### src/rtl/ldt_pkg.sv
package ldt_pkg;

    localparam int TABLE_ENTRIES = 8192;
    localparam int MAX_READ      = 64;
    localparam int ENTRY_W       = 13;
    localparam int CNT_W         = 7;
    localparam int DESC_W        = 64;
    localparam int WRITE_BYTES   = 16;
    localparam int S_DATA_W      = 104;
    localparam int M_DATA_W      = 96;

    typedef enum logic [1:0] {
        REQ_READ      = 2'd0,
        REQ_WR_LEGACY = 2'd1,
        REQ_WR_EXT    = 2'd2,
        REQ_UNSUP     = 2'd3
    } req_t;

    typedef enum logic [1:0] {
        ST_OK    = 2'd0,
        ST_INVAL = 2'd1,
        ST_NOSYS = 2'd2
    } status_t;

    typedef enum logic [1:0] {
        OP_READ  = 2'd0,
        OP_WRITE = 2'd1,
        OP_RESP  = 2'd2
    } cmd_op_t;

    typedef enum logic [1:0] {
        BK_CLEAR = 2'd0,
        BK_IDLE  = 2'd1,
        BK_DATA  = 2'd2
    } back_state_t;

    typedef struct packed {
        cmd_op_t              op;
        status_t              status;
        logic [ENTRY_W-1:0]   entry;
        logic [CNT_W-1:0]     count;
        logic [DESC_W-1:0]    wdata;
    } cmd_t;

endpackage

### src/rtl/ldt_front.sv
module ldt_front (
    input  logic [1:0]                   req_type,
    input  logic [ldt_pkg::S_DATA_W-1:0] item_data,
    output ldt_pkg::cmd_t                cmd
);
    import ldt_pkg::*;

    logic [15:0] byte_count;
    logic [15:0] entry_index;
    logic [31:0] base_address;
    logic [31:0] seg_limit;
    logic [1:0]  contents;
    logic        rx_only;
    logic        def_big;
    logic        gran_4k;
    logic        not_present;
    logic        useable;

    logic        legacy;
    logic        idx_ok;
    logic [13:0] want;
    logic [CNT_W-1:0] want_c;
    logic [13:0] avail;
    logic [13:0] n_rd;
    logic        bad_wr;
    logic        empty_seg;
    logic        do_clear;
    logic [DESC_W-1:0] packed_desc;

    assign byte_count   = item_data[15:0];
    assign entry_index  = item_data[31:16];
    assign base_address = item_data[63:32];
    assign seg_limit    = item_data[95:64];
    assign contents     = item_data[97:96];
    assign rx_only      = item_data[98];
    assign def_big      = item_data[99];
    assign gran_4k      = item_data[100];
    assign not_present  = item_data[101];
    assign useable      = item_data[102];

    assign legacy = (req_t'(req_type) == REQ_WR_LEGACY);
    assign idx_ok = ({1'b0, entry_index} < 17'(TABLE_ENTRIES));

    // entries wanted: ceil(bytes / 8), clamped
    assign want   = 14'((17'(byte_count) + 17'd7) >> 3);
    assign want_c = (want > 14'(MAX_READ)) ? CNT_W'(MAX_READ) : CNT_W'(want);
    assign avail  = idx_ok ? 14'(17'(TABLE_ENTRIES) - {1'b0, entry_index}) : 14'd0;
    assign n_rd   = (14'(want_c) < avail) ? 14'(want_c) : avail;

    assign bad_wr = (byte_count != 16'(WRITE_BYTES)) || !idx_ok ||
                    ((contents == 2'd3) && (legacy || !not_present));
    assign empty_seg = (contents == 2'd0) && rx_only && !def_big &&
                       !gran_4k && not_present && !useable;
    assign do_clear  = (base_address == 32'd0) && (seg_limit == 32'd0) &&
                       (legacy || empty_seg);

    assign packed_desc = {base_address[31:24], gran_4k, def_big, 1'b0,
                          (useable & ~legacy), seg_limit[19:16], ~not_present,
                          2'b11, 1'b1, contents, ~rx_only, 1'b0,
                          base_address[23:0], seg_limit[15:0]};

    always_comb begin
        cmd.op     = OP_RESP;
        cmd.status = ST_OK;
        cmd.entry  = entry_index[ENTRY_W-1:0];
        cmd.count  = '0;
        cmd.wdata  = '0;
        unique case (req_t'(req_type))
            REQ_READ: begin
                if (n_rd != 14'd0) begin
                    cmd.op    = OP_READ;
                    cmd.count = CNT_W'(n_rd);
                end
            end
            REQ_WR_LEGACY, REQ_WR_EXT: begin
                if (bad_wr) begin
                    cmd.status = ST_INVAL;
                end else begin
                    cmd.op    = OP_WRITE;
                    cmd.wdata = do_clear ? '0 : packed_desc;
                end
            end
            REQ_UNSUP: begin
                cmd.status = ST_NOSYS;
            end
        endcase
    end

endmodule

### config.mk
export PLATFORM = sky130hd
export DESIGN_NAME = ldt_front
export DESIGN_NICKNAME = d
export VERILOG_FILES = /design/src/rtl/ldt_pkg.sv /design/src/rtl/ldt_front.sv
export SDC_FILE = /design/constraint.sdc
export NUM_CORES = 1
export LEC_CHECK = 0
export BUFFER_PORTS_ARGS = -buffer_cell sky130_fd_sc_hd__buf_4
export CAP_MARGIN = 30
export CELL_PAD_IN_SITES_DETAIL_PLACEMENT = 1
export CELL_PAD_IN_SITES_GLOBAL_PLACEMENT = 2
export CORE_MARGIN = 2
export CORE_UTILIZATION = 16
export DETAILED_ROUTE_END_ITERATION = 10
export PLACE_DENSITY_LB_ADDON = 0.15
export SYNTH_ARGS = -nofsm -noshare
export SYNTH_HDL_FRONTEND = slang
export SYNTH_SLANG_ARGS = --single-unit
### constraint.sdc
create_clock -name vclk -period 6.6
set_clock_uncertainty 0.2 [all_clocks]
set_input_delay 0.99 -clock vclk [all_inputs]
set_output_delay 0.99 -clock vclk [all_outputs]
set_load 0.02 [all_outputs]
* Yosys cells after proc, flatten, opt, wreduce, memory -nomap -nowiden *
Index checks and enable logic that the tools add are counted.

storage, ports and cells
  flip-flop bits (word level) = 0
  input bits = 106
  logic and storage cells = 50

operators by class
  add/sub/neg operators = 2
  $lt $le $gt $ge = 3
  equal/unequal tests = 5
  mux-type cells = 13
  bitwise logic cells = 4
  reduce and logical (&&, ||, !) cells = 23

operators with widths
  cell                                                                     count
  64-bit two-way mux                                                       3
  32-bit logical NOT                                                       2
  14-bit two-way mux                                                       2
  7-bit two-way mux                                                        3
  16-bit by 3-bit adder with 17-bit output (second input constant)         1
  16-bit by 14-bit < comparator with 1-bit output (second input constant)  1
  16-bit by 5-bit != test with 1-bit output (second input constant)        1
  14-bit by 7-bit > comparator with 1-bit output (second input constant)   1
  7-bit by 14-bit < comparator with 1-bit output                           1
  14-bit nonzero test                                                      1
  14-bit subtractor (first input constant)                                 1
  1-bit logical AND                                                        8
  2-bit case mux with 2 select lines                                       2
  2-bit equality test (second input constant)                              3
  1-bit logical NOT                                                        5
  2-bit logical NOT                                                        2
  1-bit logical OR                                                         4
  2-bit two-way mux                                                        2
  1-bit NOT                                                                3
  2-bit by 1-bit equality test with 1-bit output (second input constant)   1
  2-bit OR reduction                                                       1
  1-bit AND                                                                1
  1-bit two-way mux                                                        1

* Longest topological paths before layout *
  word-level depth = 11
  mapped depth = 15

* Worst setup path before layout *
Ideal clock, no wire load.

  kind = in2out
  start = input item_data[13] in the netlist's numbering
  end = output cmd[87] in the netlist's numbering
  data arrival time = 4.247 ns
  data required time = 5.410 ns
  path slack = 1.163 ns
  cell stages on the path = 14
  buffers on the path = 1
  cell sequence = or3_1 > or4_1 > a2bb2oi_1 > o22a_1 > clkbuf_1 > nor2_1 > ha_1 > a21o_1 > a21o_1 > a31oi_1 > a2bb2oi_4 > nor4_1 > a41oi_2 > o31ai_2

RTL lines
  element             RTL line        RTL
  start: declaration  ldt_front.sv:3  input logic [ldt_pkg::S_DATA_W-1:0] item_data,
  end: declaration    ldt_front.sv:4  output ldt_pkg::cmd_t cmd

==> impl_metrics.csv <==
group,metric,value,unit
outcome,status,"complete, no violations",
sta,rsz0062_at_grt,"no",
final_layout,seq_cells,0,
final_layout,seq_area,0,um^2
synth,netlist_instances,255,
global_route,grt_pass1_vias,2408,
die,fp.dieArea,0.0117,mm^2
setup_path,start_kind,"input pin",
final_layout,num_antenna_cells,0,
cts,hold_buffers,0,
global_route,grt_start_max_net_pins,62,
sta,relSlewSlack,0.654,
setup_path,cp.required,5.41,ns
die,row_count,38,
die,io_pins,194,
synth,synthMuxAreaShare,0.0173,
global_route,antenna_found_initial,0,
die,initial_utilization,0.162,
synth,synth_top_cell_by_area,"and2_1",
drt,vias,2491,
sta,setup_viol,0,
setup_path,end_kind,"primary output",
setup_path,cp_slowest_cell,"o31ai_2",
final_layout,nClkBuffers,0,
die,die_h,108,um
synth,synth_cell_types,54,
synth,synth_area,0.00174,mm^2
setup_path,path_delay_family,"compound AO/OA/AOI/OAI gates",
synth,synth_compound_area_frac,0.200,
synth,synth_xor_area_frac,0.0605,
synth,ys.warnings.count,0,
setup_path,crit_arrival,4.72,ns
sta,fin_crit,5.91,ns
synth,synth_commonest_cells,"and2_1, nor4_1, buf_4",
die,fp.coreArea,0.0107,mm^2
die,die_w,108,um
setup_path,critical_path_buf_inv_count,2,
synth,synthSimpleGateAreaFrac,0.527,
sta,fin_crit_sh,0.895,
setup_path,max_stage_delay,0.48,ns
power,power_density,38.6,mW/mm^2
synth,synth_top_family_by_area,"simple AND/OR/NAND/NOR gates",
synth,synth.top_cells.by_area,"and2_1, nor4_1, buf_4",
synth,synth_top_cell_area_share,0.205,
synth,synthAdderAreaFrac,0.0720,
power,finalPower,123,uW
synth,yosysMostFrequentCell,"and2_1",
hold_path,hold_class,"input pin to primary output",
placement,port_buffers,191,
setup_path,critPathMaxFanout,11,
sta,worst_slew_pin_slew,0.516,ns
drt,ant_nets,0,
drt,routed_wl,8930,um
setup_path,crit_type,"input pin to primary output",
placement,place_congestion,0.807,
placement,placed_area,0.00320,mm^2
sta,slew_violations,0,
synth,syn_area_per_cell,6.81,um^2
cts,cts_resized,0,
global_route,grt_first_pass_wirelength,13200,um
sta,max_freq,0.169,GHz
drt,drc_errors,0,
global_route,grt_usage,0.139,
drt,firstDrtPassIters,4,
drt,via_per_inst,4.42,
drt,routedWlPerCell,15.9,um
cts,cts_setup_buffers,0,
power,ir_worst_vdd,0.0171,mV
global_route,grt-ovfl-total,0,
sta,final_hold_viol_count,0,
synth,synth-seq-area-share,0,
drt,drtIter0Drc,106,
sta,fin_tns_setup,0,ns
final_layout,syn_to_final_growth,84.0,%
setup_path,path_cells,"buf_4, o31ai_2, nor2_1, a41oi_1, o22a_1, nor2_1, ha_1, nand4_1, nor2_1, o31ai_1, a2bb2oi_4, a21o_4, a41oi_2, o31ai_2, buf_4",
job,maxCapViolCount,0,
final_layout,fin_nets,541,
final_layout,final_area,0.00320,mm^2
final_layout,drive_above_1_share,0.494,
setup_path,critPathMostFrequentCell,"nor2_1",
placement,dp_hpwl,7900,um
power,p_leak,0.00156,uW
final timing paths:
check	startpoint	to	slack (ns)	cells past startpoint
setup / recovery	item_data[2]	cmd[87]	0.69	15
hold / removal	item_data[27]	cmd[82]	1.99	2
power breakdown:
| part | internal (uW) | total [uW] | switching [uW] | leakage (uW) |
|---|---|---|---|---|
| combinational | 66.6 | 123 | 56.9 | 0.00156 |
| clock | 0 | 0 | 0 | 0 |
| sequential | 0 | 0 | 0 | 0 |
| total | 66.6 | 123 | 56.9 | 0.00156 |
logic make-up (layout without fill, tap and decap cells):
group                      after synthesis  count (layout)
AOI/OAI and AO/OA                       38              38
xor gates and xnor gates                12              12
adders and majority gates               10              10
buffers and inverters                   36             203
muxes                                    3               3
other                                    1               2
and+or+nand+nor                        155             155
metrics by stage:
| stage | worst slack [ns] | hold slack [ns] | std cells | util |
|---|---|---|---|---|
| final | 0.694 | 1.99 | 563 | 0.299 |
| after global routing | 0.230 | 2.00 | 563 | 0.299 |
| after CTS | 0.719 | 1.99 | 563 | 0.299 |
| after detailed placement | 0.740 | 1.99 | 563 | 0.299 |
| after global placement | 0.738 | 1.99 | 563 | 0.299 |
| after floorplan | 1.16 | 1.86 | 256 | - |
cells in the final DEF, fill, tap and decap left out, types with 2 or more instances in the layout:
cell type	netlist	final
nor3_1	8	8
nand2_1	12	12
a21o_1	3	3
o22a_1	2	2
or4_1	2	2
and3_1	3	3
nor2_1	15	15
buf_4	17	193
conb_1	1	2
xor2_1	3	3
nand3_1	6	6
ha_1	10	10
o31ai_1	2	2
a31oi_1	5	5
nor3b_1	2	2
or3_1	5	5
o31ai_2	2	2
nor2b_1	8	8
nor4_1	22	22
nand4_1	6	6
o21ai_0	2	2
inv_1	10	10
nor4b_1	2	2
and2_1	57	57
xnor2_1	9	9
mux2i_1	3	3
a21oi_1	4	3
final cells by class:
class	instances	area, um^2
Tap cell	140	175
Inverter	10	37.5
Multi-Input combinational cell	220	1530
Fill cell	1362	7500
Timing Repair Buffer	193	1450
layer usage:
| metal | wire length [um] | track usage |
|---|---|---|
| met1 | 3650 | 0.171 |
| met2 | 4570 | 0.275 |
| met3 | 705 | 0.0151 |
| met4 | 0 | 0 |
| met5 | 0 | 0 |
(Power assumes the default switching activity.)
