$ cat config.mk
export PLATFORM = sky130hd
export DESIGN_NAME = ldt_cmd_fifo
export DESIGN_NICKNAME = d
export VERILOG_FILES = /design/src/rtl/ldt_pkg.sv /design/src/rtl/ldt_cmd_fifo.sv
export SDC_FILE = /design/constraint.sdc
export NUM_CORES = 1
export LEC_CHECK = 0
export BUFFER_PORTS_ARGS = -buffer_cell sky130_fd_sc_hd__buf_4
export CAP_MARGIN = 0
export CORE_ASPECT_RATIO = 1.2
export CORE_MARGIN = 3
export CORE_UTILIZATION = 52
export CTS_CLUSTER_DIAMETER = 120
export CTS_CLUSTER_SIZE = 28
export DETAILED_ROUTE_END_ITERATION = 10
export PLACE_DENSITY = 0.79
export SLEW_MARGIN = 20
export SYNTH_ARGS = -nofsm -noshare
export SYNTH_HDL_FRONTEND = slang
export SYNTH_SLANG_ARGS = --single-unit
$ cat constraint.sdc
create_clock -name aclk -period 3.8 [get_ports aclk]
set_input_delay 0.19 -clock aclk [delete_from_list [all_inputs] [get_ports aclk]]
set_output_delay 0.19 -clock aclk [all_outputs]
set_load 0.01 [all_outputs]
$ cat src/rtl/ldt_pkg.sv
package ldt_pkg;

    localparam int TABLE_ENTRIES = 8192;
    localparam int MAX_READ      = 64;
    localparam int ENTRY_W       = 13;
    localparam int CNT_W         = 7;
    localparam int DESC_W        = 64;
    localparam int WRITE_BYTES   = 16;
    localparam int S_DATA_W      = 104;
    localparam int M_DATA_W      = 96;

    typedef enum logic [1:0] {
        REQ_READ      = 2'd0,
        REQ_WR_LEGACY = 2'd1,
        REQ_WR_EXT    = 2'd2,
        REQ_UNSUP     = 2'd3
    } req_t;

    typedef enum logic [1:0] {
        ST_OK    = 2'd0,
        ST_INVAL = 2'd1,
        ST_NOSYS = 2'd2
    } status_t;

    typedef enum logic [1:0] {
        OP_READ  = 2'd0,
        OP_WRITE = 2'd1,
        OP_RESP  = 2'd2
    } cmd_op_t;

    typedef enum logic [1:0] {
        BK_CLEAR = 2'd0,
        BK_IDLE  = 2'd1,
        BK_DATA  = 2'd2
    } back_state_t;

    typedef struct packed {
        cmd_op_t              op;
        status_t              status;
        logic [ENTRY_W-1:0]   entry;
        logic [CNT_W-1:0]     count;
        logic [DESC_W-1:0]    wdata;
    } cmd_t;

endpackage

$ cat src/rtl/ldt_cmd_fifo.sv
module ldt_cmd_fifo (
    input  logic          aclk,
    input  logic          aresetn,
    input  logic          push,
    input  ldt_pkg::cmd_t push_data,
    input  logic          pop,
    output ldt_pkg::cmd_t head,
    output logic          empty,
    output logic          full
);
    import ldt_pkg::*;

    cmd_t       slot_reg [2];
    logic       wr_ptr_reg, wr_ptr_next;
    logic       rd_ptr_reg, rd_ptr_next;
    logic [1:0] count_reg, count_next;

    assign empty = (count_reg == 2'd0);
    assign full  = (count_reg == 2'd2);
    assign head  = slot_reg[rd_ptr_reg];

    always_comb begin
        wr_ptr_next = wr_ptr_reg ^ push;
        rd_ptr_next = rd_ptr_reg ^ pop;
        count_next  = count_reg + 2'(push) - 2'(pop);
    end

    always_ff @(posedge aclk) begin
        if (!aresetn) begin
            wr_ptr_reg <= 1'b0;
            rd_ptr_reg <= 1'b0;
            count_reg  <= 2'd0;
        end else begin
            wr_ptr_reg <= wr_ptr_next;
            rd_ptr_reg <= rd_ptr_next;
            count_reg  <= count_next;
        end
    end

    always_ff @(posedge aclk) begin
        if (push) begin
            slot_reg[wr_ptr_reg] <= push_data;
        end
    end

endmodule

# Word-level counts from Yosys, hierarchy flattened
# Memories as Yosys holds them, arrays and structs flattened. A register that Yosys moved wholly into a read port is not among the register bits.
# Cells that the tools add are included.
[op_classes]
n_reduce_logical = 1
eq_ne = 1
n_addsub = 2
n_mux = 3
bitwise_logic = 2
[ops]
columns = ["operator", "count"]
rows = [
  ["1-bit 2-to-1 mux", 3],
  ["2-bit by 1-bit adder with 2-bit output", 1],
  ["2-bit == test, second input constant", 1],
  ["2-bit zero test", 1],
  ["2-bit by 1-bit subtractor with 2-bit output", 1],
  ["1-bit bitwise XOR", 2],
]
[totals]
output_inout_bits = 90
register_bits = 4
ramBits = 176
memories = 1
elab_cells = 13
inputBits = 92
[mem_list]
columns = ["memory", "words", "word_bits", "read_ports", "rd_clocked_by_memory_dff", "wr", "line", "rtl"]
rows = [
  ["slot_reg", 2, 88, 1, 1, 1, "ldt_cmd_fifo.sv:13", "cmd_t slot_reg [2];"],
]

# Longest topological paths before layout
# Gate-level depths: netlist (run 1).
[depth]
depth_word = 2
mapped_depth = 6
mapped_depth_nobuf = 6

# Worst setup path before layout (run 1)
# Ideal clock, no wire load.
[synth_timing]
path_type = "register to register"
startpoint = "register wr_ptr_reg"
endpoint = "memory slot_reg[0][0] (netlist bit) (enable)"
stages_incl_launch_ff = 3
required_time_ns = 3.343
path_buffers = 0
setup_ns = 0.457
arrival_time_ns = 2.432
path_slack_ns = 0.911
synth_period_minus_slack_ns = 2.889
path_cell_list = "dfxtp_1 > inv_1 > ha_1"
[synth_rtl]
columns = ["item", "line", "rtl"]
rows = [
  ["start: declaration", "ldt_cmd_fifo.sv:14", "logic wr_ptr_reg, wr_ptr_next;"],
  ["start signal: assignment", "ldt_cmd_fifo.sv:34", "wr_ptr_reg <= wr_ptr_next;"],
  ["end: declaration", "ldt_cmd_fifo.sv:13", ""],
]
# Straight into the memory's write port.

==> results by group, run 1 <==
Outcome
  – Outcome: finished, final reports clean

Floorplan
  – Core area: ~12000 um^2
  – I/O pins: between 150 and 200
  – Chip width: about 110 um
  – Rows: 44
  – Die area: about 14000 um^2
  – Initial Util: between 50% and 60%
  – Die Height: approximately 130 um

Synthesis
  – Seq/Total Area, Yosys: between 80% and 90%
  – Synth warn: 0
  – Count leader, synth: edfxtp_1
  – Syn Area/Cell: 22.6 um^2
  – Post-synth top cells: edfxtp_1 (176), mux2_2 (68), mux2_4 (20)
  – Flops & latches, synth: 181
  – Main synth FF type: edfxtp_1
  – Async set-reset flop share out of synthesis: 0%
  – EDFF count, synth: between 150 and 200
  – Syn Inst Count: a little under 300
  – Main area contributors after synthesis: edfxtp_1 (79%), mux2_2 (11%), mux2_4 (4.5%)
  – Largest area contributor in the netlist: edfxtp_1
  – Count of different cell masters after synthesis: 13
  – Cell Area, Synth: around 6700 um^2
  – Net Count, Synth: 391
  – Post-synth top area share: approximately four fifths

GRT
  – Largest net degree at the start of global routing: 54
  – Antenna violations before repair: 0
  – Total grt overflow: 0
  – Global-route wire length before repair: 20700 um
  – Number of global-route vias before repair: 4181
  – GRT Total Usage: between 10% and 20%

Layout
  – Synth-to-layout area growth: 45.1%
  – Share of post-route cells with drive strength above 1: 51.5%
  – Area of the multi-input gates: approximately 1200 um^2
  – Antenna cells: 0
  – Final Cell Area: around 9700 um^2
  – Register area: around 5400 um^2
  – Max reg flops: around 180
  – Nets: 675
  – FILL cells: ~650

Critical path
  – Crit Path Class: reg -> out
  – Crit path depth: 3
  – CP Max Fanout: 53
  – Critical R2R Launch: wr_ptr_reg
  – Crit path max-delay cell type: dfxtp_4
  – CP max stage delay: ~860 ps
  – Crit-path cells: buf_4 > mux2_2 > buf_4
  – Arr. time, crit path: approximately 2200 ps
  – Required @ worst endpoint: 3610 ps
  – Worst r2r path cells: 3
  – Worst Setup Start Kind: flop
  – Critical Path End Type: output port
  – Critical path's most frequent cell: buf_4
  – CP Buf/Inv Count: 2
  – CP top delay family: flip-flops

Hold path
  – Class of the worst hold path: in -> reg
  – Hold_sp: aresetn
  – Hold path depth: 2

Drt
  – Vias/cell: 4.96
  – # DRC: 0
  – Via count: about 3.7k
  – DR pass1 iterations: 4
  – Routed Antenna Nets: 0
  – WL per Instance: between 15 and 20 um
  – DR iter-0 viols: 180
  – Final WL: around 14000 um

Clock network
  – Worst-skew pair later-pin latency: just over 400 ps
  – Clock sink count: 181
  – Clock-pin slew on the worst setup and hold paths: 60 ps
  – CTS root buffer: clkbuf_16
  – CTS tree: yes
  – CTS buffer count: 17
  – CTS hold repair buffers: just under 90
  – CTS resizes: 0
  – Setup repair bufs after CTS: 0
  – Clock Tree Buf Depth: 2
  – # H-tree levels: 4

Placed design
  – Hpwl dp: ~8100 um
  – Post-DP Area: just over 8000 um^2
  – GPL Wtd Cong: 0.726
  – I/O Buffers: 181

Timing
  – Fmax: approximately 0.41 GHz
  – Clk_skew: about 7.5 ps
  – Fin crit share: 64.0%
  – Min cycle time layout: ~2400 ps
  – Final Hold Fails: 0
  – Rel. slew slack: ~49%
  – Final setup vio count: 0
  – Post-route setup TNS: 0 ps
  – RSZ-0062 raised after global routing: false
  – Pins Over Slew Limit: 0
  – Slew @ Worst Pin: 769 ps

Power and ir drop
  – Clk network pwr share: a little over a third
  – Lkg Pwr: approximately 3.7 nW
  – Sw Share: a little over a fifth
  – Net switching power: 1.03 mW
  – Gate power share: approximately 14%
  – Tot Pwr: between 4 and 5 mW
  – Int Power: 3.69 mW
  – Flop pwr share: between 50 and 60%
  – Worst vdd ir: between 0.3 and 0.4 mV
  – Power density cells: about 500 nW/um^2

Flow run
  – Max Cap Violations: 0
routing by layer:
| layer | vias to the layer above | part of all wire, % | wire length, um | global-route usage (%) |
|---|---|---|---|---|
| li1 | 1731 | - | - | - |
| met1 | 1854 | 36 | 5030 | 21.3 |
| met2 | 131 | 56 | 7810 | 37.2 |
| met3 | 20 | 5.5 | 763 | 5.05 |
| met4 | 0 | 2.0 | 277 | 7.63 |
| met5 | - | 0 | 0 | 0 |
worst reg2reg max path, cell delays in order (launching register included):
cell and delay [ps]:
dfxtp_1 330, inv_1 90, ha_4 540, buf_4 440
power groups by stage:
stage / Sequential [mW] / Combinational [mW] / Clock (mW)
6_report: 2.39 / 0.658 / 1.67
5_1_grt: 2.40 / 0.706 / 1.79
4_1_cts: 2.39 / 0.658 / 1.69
3_5_place_dp: 2.43 / 0.579 / 0
3_3_place_gp: 2.42 / 0.565 / 0
2_1_floorplan: 2.40 / 0.306 / 0
cell families after synthesis:
logic type	after synthesis	synth area share, %
flip-flops	181	80.9
buffers and inverters	13	1.30
adder cells (fa/ha/maj)	4	0.751
XOR/XNOR	2	0.470
multiplexers	88	16.0
AND/OR/NAND/NOR	7	0.620
through the flow:
stage | hold slack (ps) | std cells | utilization (%) | setup slack [ps]
detailed placement | 377 | 633 | 66.6 | 1770
CTS | 3.26 | 753 | 78.4 | 1330
global route | 26.6 | 753 | 78.4 | 1240
global placement | 375 | 633 | 66.6 | 1790
floorplan | 289 | 295 | - | 911
finish | 27.1 | 753 | 78.4 | 1370
cell usage in the layout, fill, tap and decap left out, types with 3 or more instances in the layout:
| master | netlist | final |
|---|---|---|
| clkinv_1 | 0 | 3 |
| edfxtp_1 | 176 | 176 |
| buf_4 | 0 | 187 |
| mux2_2 | 68 | 68 |
| dfxtp_1 | 5 | 4 |
| inv_1 | 3 | 3 |
| and2_1 | 3 | 3 |
| nor2b_1 | 3 | 3 |
| dlygate4sd3_1 | 0 | 88 |
| clkbuf_16 | 0 | 17 |
| mux2_4 | 20 | 20 |
| inv_6 | 0 | 3 |
final timing paths:
path	slack, ps	endpoint
worst max register to register	2060	slot_reg[0][81]
worst min-delay path	30	flop
worst min register to register	600	flop
worst max-delay path	1370	head[23]
cell type report:
| cell class | count | area share, % |
|---|---|---|
| Clock buffer | 19 | 4.48 |
| Tap cell | 161 | 2.08 |
| Timing Repair Buffer | 275 | 23.6 |
| Inverter | 3 | 0.117 |
| Sequential cell | 181 | 55.8 |
| Clock inverter | 13 | 1.36 |
| Multi-Input combinational cell | 101 | 12.6 |
No activity file was read; power rests on OpenSTA's default activity.
==> run 2: changes to the inputs <==
ABC_AREA = 1   (was default)
CORE_UTILIZATION = 47   (was 52)
PLACE_DENSITY = 0.76   (was 0.79)
clock period = 1.95 ns   (was 3.8 ns; I/O delays follow)
==> results by group, run 2 <==
Floorplan
  – Rows: 47 (+6.8%)
  – Die Height: 136 um (+4.9%)
  – Chip width: 115 um (+4.9%)
  – Die area: 15600 um^2 (+10%)
  – Core area: 13800 um^2 (+12%)
  – I/O pins: 182 (unchanged)
  – Initial Util: 48.2% (-5.8 points)

Clock network
  – Clock Tree Buf Depth: 2 (unchanged)
  – Clock sink count: 181 (unchanged)
  – Worst-skew pair later-pin latency: 410 ps (about the same)
  – CTS root buffer: clkbuf_16
  – # H-tree levels: 4 (unchanged)
  – CTS resizes: 0 (unchanged)
  – Clock-pin slew on the worst setup and hold paths: 60 ps (about the same)
  – CTS buffer count: 17 (unchanged)
  – CTS hold repair buffers: 91 (+3.4%)
  – CTS tree: yes
  – Setup repair bufs after CTS: 0 (unchanged)

Synthesis
  – Count leader, synth: edfxtp_1
  – Largest family of logic cells by synthesized area: multiplexers
  – Async set-reset flop share out of synthesis: 0% (unchanged)
  – Synth Area in Adders: 0.752% (about the same)
  – Post-synth top cells: edfxtp_1 (176), mux2_2 (68), mux2_4 (20)
  – Seq/Total Area, Yosys: 80.9% (about the same)
  – Simple-Gate Fraction of Synth Area: 0.639% (+0.019 points)
  – Synth warn: 0 (unchanged)
  – Syn Inst Count: 303 (+2.7%)
  – Main synth FF type: edfxtp_1
  – EDFF count, synth: 176 (unchanged)
  – Post-synth top area share: 79.4% (about the same)
  – Count of different cell masters after synthesis: 13 (unchanged)
  – Net Count, Synth: 399 (+2.0%)
  – Synth Area in Compound Gates: 0.0752% (+0.075 points)
  – Largest area contributor in the netlist: edfxtp_1
  – Flops & latches, synth: 181 (unchanged)
  – Xor and xnor area share after synthesis: 0.132% (-0.34 points)
  – Cell Area, Synth: 6660 um^2 (about the same)
  – Mux cell area share after synthesis: 16.0% (about the same)
  – Syn Area/Cell: 22.0 um^2 (-2.7%)
  – Main area contributors after synthesis: edfxtp_1 (79%), mux2_2 (11%), mux2_4 (4.5%)

Hold path
  – Class of the worst hold path: in -> reg
  – Hold Path Sink: slot_reg[1][27]
  – Hold path depth: 2 (unchanged)
  – Hold_sp: push_data[27]

Layout
  – Most common cell after layout, fill and taps aside: buf_4
  – Final non-filler cell total: 775 (+2.9%)
  – Synth-to-layout area growth: 47.2%
  – Nets: 687 (+1.8%)
  – Antenna cells: 0 (unchanged)
  – Register area: 5390 um^2 (unchanged)
  – Share of post-route cells with drive strength above 1: 51.0% (-0.53 points)
  – Commonest non-fill, non-tap cells in the layout: buf_4 (185), edfxtp_1 (176), dlygate4sd3_1 (91), mux2_2 (68), mux2_4 (20)
  – Area of the multi-input gates: 1200 um^2 (-1.3%)
  – Max reg flops: 176 (unchanged)
  – FILL cells: 852 (+31%)

Critical path
  – CP Buf/Inv Count: 2 (unchanged)
  – Critical R2R Launch: count_reg[0]
  – Worst Setup Start Kind: flop
  – Crit Path Class: reg -> out
  – R2R setup slack: 650 ps (-1410 ps)
  – Crit path max-delay cell type: mux2_2
  – CP max stage delay: 390 ps (-470 ps)
  – Worst r2r path cells: 8 (+5)
  – Arr. time, crit path: 1660 ps (-580 ps)
  – Required @ worst endpoint: 1850 ps (-1760 ps)
  – Critical Path End Type: output port
  – CP top delay family: buffers and inverters
  – Crit-path cells: buf_12 > mux2_2 > buf_4
  – CP Max Fanout: 53 (unchanged)
  – Worst R2R End: count_reg[1]

GRT
  – GRT Total Usage: 18.2% (-1.7 points)
  – Largest net degree at the start of global routing: 59 (+9.3%)
  – Antenna violations before repair: 0 (unchanged)
  – Total grt overflow: 0 (unchanged)
  – Global-route wire length before repair: 21100 um (+1.6%)
  – Number of global-route vias before repair: 4167 (-0.33%)

Drt
  – DR pass1 iterations: 4 (unchanged)
  – # DRC: 0 (unchanged)
  – Routed Antenna Nets: 0 (unchanged)
  – WL per Instance: 17.9 um (-2.7%)
  – Vias/cell: 4.89 (-1.4%)
  – Via count: 3791 (+1.5%)
  – DR iter-0 viols: 186 (+3.3%)
  – Final WL: 13900 um (+0.17%)

Timing
  – RSZ-0062 raised after global routing: false
  – Post-route setup TNS: 0 ps (unchanged)
  – Slew @ Worst Pin: 432 ps (-337 ps)
  – Pins Over Slew Limit: 0 (unchanged)
  – Clk_skew: 5.31 ps (-2.23 ps)
  – Fmax: about 0.57 GHz
  – Fin crit share: between 90% and 100%
  – Final Hold Fails: 0 (unchanged)
  – Rel. slew slack: 71.2% (+22 points)
  – Min cycle time layout: 1760 ps
  – Final setup vio count: 0 (unchanged)

Power and ir drop
  – Worst vdd ir: 0.700 mV (+120%)
  – Tot Pwr: 9.41 mW (+100%)
  – Lkg Pwr: 3.78 nW (+1.8%)
  – Power density cells: 960 nW/um^2 (+97%)

Outcome
  – Outcome: finished, final reports clean

Placed design
  – Placed Instances: 652 (+3.0%)
  – Hpwl dp: 8290 um (+2.0%)
  – I/O Buffers: 181 (unchanged)
  – GPL Wtd Cong: 0.662 (-8.8%)

Flow run
  – Max Cap Violations: 0 (unchanged)
## run 2: worst max-delay path by stage
| stage | startpoint | to | slack (ps) | depth (start not counted) |
|---|---|---|---|---|
| floorplan | wr_ptr_reg | slot_reg[0][0] | 0.6 | 2 |
| global placement | flop | head[36] | 640 | 3 |
| detailed placement | flop | head[36] | 630 | 3 |
| CTS | flop | head[36] | 170 | 3 |
| global route | flop | head[8] | 130 | 3 |
| finish | flop | head[8] | 190 | 3 |
## run 2: layer usage
layer  GRT usage [%]  vias to the layer above  wire, um
met2            32.6                      132      7670
met1            19.8                     1873      5110
met5               0                        -         0
li1                -                     1762         -
met3            5.03                       24       815
met4            8.05                        0       313
## run 2: kinds of logic (layout without fill, tap and decap cells)
logic type	count (synthesis)	in the layout
buffers and inverters	17	318
XOR/XNOR	1	1
AND/OR/NAND/NOR	11	11
adder cells (fa/ha/maj)	4	4
flip-flops	181	181
AO/OA/AOI/OAI	1	1
multiplexers	88	88
## run 2: per-stage QoR
step | hold slack [ps] | setup WS (ps) | area, um^2 | utilization (%)
after floorplan | 191 | 0.603 | 6660 | -
after global placement | 282 | 636 | 8280 | 59.9
after detailed placement | 285 | 631 | 8280 | 59.9
after CTS | 379 | 172 | 9800 | 70.9
after global routing | 394 | 129 | 9800 | 70.9
final | 403 | 189 | 9800 | 70.9
## run 2: power by group
part | internal, mW | switching (mW)
clock | 2.13 | 1.36
combinational | 0.753 | 0.569
sequential | 4.54 | 0.0628
## run 2: final cells by class
cell class / instances / share of cell area (%)
timing repair buffer: 279 / 24.1
tap: 171 / 2.18
clock inverter: 15 / 1.92
clock buffer: 17 / 4.34
sequential: 181 / 55.0
multi-input combinational: 105 / 12.2
inverter: 7 / 0.268
==> run 3: changes to the inputs <==
CORE_MARGIN = default   (was 3)
GPL_ROUTABILITY_DRIVEN = 0   (was default)
==> results by group, run 3 (synthesis gave the netlist of run 2 again) <==
Power and ir drop
  – Worst vdd ir: 0.744 mV (+6.3%)
  – Tot Pwr: 9.29 mW (-1.3%)
  – Power density cells: 949 nW/um^2 (-1.2%)
  – Lkg Pwr: 3.77 nW (-0.29%)

Layout
  – FILL cells: 823 (-3.4%)
  – Area of the multi-input gates: 1200 um^2 (unchanged)
  – Antenna cells: 0 (unchanged)
  – Final Cell Area: 9790 um^2 (about the same)
  – Most common cell after layout, fill and taps aside: buf_4
  – Nets: 686 (-0.15%)
  – Commonest non-fill, non-tap cells in the layout: buf_4 (182), edfxtp_1 (176), dlygate4sd3_1 (91), mux2_2 (68), mux2_4 (20)
  – Share of post-route cells with drive strength above 1: 50.7% (-0.25 points)
  – Register area: 5390 um^2 (unchanged)
  – Max reg flops: 176 (unchanged)
  – Synth-to-layout area growth: 47.1% (about the same)

Hold path
  – Class of the worst hold path: in -> reg

Critical path
  – Crit Path Class: reg -> out
  – Required @ worst endpoint: 1850 ps (about the same)
  – Worst r2r path cells: 9 (+1)
  – Arr. time, crit path: 1610 ps (-50 ps)
  – Crit path to: head[59]
  – R2R setup slack: 570 ps (-80 ps)
  – Critical Path End Type: output port
  – Worst R2R End: count_reg[1]
  – CP Max Fanout: 44 (-17%)
  – Critical R2R Launch: count_reg[0]
  – Worst Setup Start Kind: flop

Timing
  – Rel. slew slack: 65.4% (-5.8 points)
  – Final Hold Fails: 0 (unchanged)
  – Final hold slack: 404 ps (+0.697 ps)
  – Min cycle time layout: 1710 ps (-54.9 ps)
  – Final setup vio count: 0 (unchanged)
  – Post-route setup TNS: 0 ps (unchanged)
  – Clk_skew: 8.27 ps (+2.95 ps)
  – Slew @ Worst Pin: 520 ps (+87.2 ps)
  – Pins Over Slew Limit: 0 (unchanged)
  – RSZ-0062 raised after global routing: false
  – Final WS setup: 244 ps (+54.9 ps)
  – Fmax: 0.586 GHz (+3.2%)
  – Fin crit share: 87.5% (-2.8 points)

Drt
  – WL per Instance: 16.6 um (-7.3%)
  – DR pass1 iterations: 5 (+1)
  – # DRC: 0 (unchanged)
  – Final WL: 12900 um (-7.5%)
  – Routed Antenna Nets: 0 (unchanged)
  – DR iter-0 viols: 176 (-5.4%)
  – Vias/cell: 4.84 (-1.1%)
  – Via count: 3743 (-1.3%)

Floorplan
  – Core area: 13800 um^2 (unchanged)
  – I/O pins: 182 (unchanged)
  – Die area: 14600 um^2 (-6.3%)
  – Initial Util: 48.2% (unchanged)
  – Chip width: 111 um (-3.5%)
  – Die Height: 132 um (-2.9%)
  – Rows: 47 (unchanged)

GRT
  – GRT Total Usage: 18.4% (+0.29 points)
  – Largest net degree at the start of global routing: 89 (+51%)
  – Number of global-route vias before repair: 4006 (-3.9%)
  – Total grt overflow: 0 (unchanged)
  – Antenna violations before repair: 0 (unchanged)
  – Global-route wire length before repair: 20500 um (-2.7%)

Clock network
  – CTS tree: yes
  – # H-tree levels: 4 (unchanged)
  – Clock Tree Buf Depth: 2 (unchanged)
  – CTS root buffer: clkbuf_16
  – Worst-skew pair later-pin latency: 420 ps (about the same)
  – CTS buffer count: 17 (unchanged)
  – Clock-pin slew on the worst setup and hold paths: 60 ps (about the same)
  – CTS resizes: 0 (unchanged)
  – Clock sink count: 181 (unchanged)

Placed design
  – I/O Buffers: 181 (unchanged)
  – Dpl ws: 592 ps (-39.0 ps)
  – Hpwl dp: 7540 um (-9.1%)
  – Post-DP Area: 8290 um^2 (+0.21%)

Outcome
  – Outcome: finished, final reports clean

Flow run
  – Max Cap Violations: 0 (unchanged)
==> run 3: stage by stage <==
stage | cells | utilization (%)
2_1_floorplan | 303 | -
3_3_place_gp | 651 | 60.0
3_5_place_dp | 651 | 60.0
4_1_cts | 774 | 70.9
5_1_grt | 774 | 70.9
6_report | 774 | 70.9
==> run 3: critical path, stage by stage (launching register included) <==
cell and delay [ps]:
dfxtp_4 370, buf_12 250, mux2_2 390, buf_4 150
==> run 3: area by class of cell <==
cell class | instances | area share, %
sequential | 181 | 55.0
clock buffer | 18 | 4.38
timing repair buffer | 278 | 24.3
multi-input combinational | 105 | 12.2
inverter | 7 | 0.268
tap | 171 | 2.18
clock inverter | 14 | 1.65
==> run 3: worst min-delay path by stage <==
stage | slack [ps] | startpoint | endpoint | cells after the start
after floorplan | 190 | aresetn | count_reg[0] | 2
after CTS | 380 | push_data[35] | slot_reg[0][35] | 2
after detailed placement | 280 | push_data[34] | slot_reg[0][34] | 1
final | 400 | push_data[29] | slot_reg[1][29] | 2
after global routing | 380 | push_data[20] | slot_reg[1][20] | 2
after global placement | 280 | push_data[41] | slot_reg[0][41] | 1
==> run 3: power by group <==
part | total (mW) | leakage, nW | switching (mW) | internal (mW)
Clock | 3.37 | 0.282 | 1.37 | 2.00
Combinational | 1.33 | 1.79 | 0.564 | 0.763
Sequential | 4.59 | 1.69 | 0.0581 | 4.54
Total | 9.29 | 3.77 | 1.99 | 7.30
==> run 3: repair_timing <==
| action | in CTS | in global routing |
|---|---|---|
| hold buffers | 91 | 0 |
| hold endpoints to repair | 181 | 0 |
| setup buffers | 0 | 0 |
==> run 3: per-layer routing <==
metal	part of all wire (%)	track usage, %	wire length, um	up-vias
met4	2.1	8.22	270	0
li1	-	-	-	1760
met3	6.2	6.30	796	23
met2	52	31.0	6710	138
met1	40	21.4	5090	1822
met5	0	0	0	-
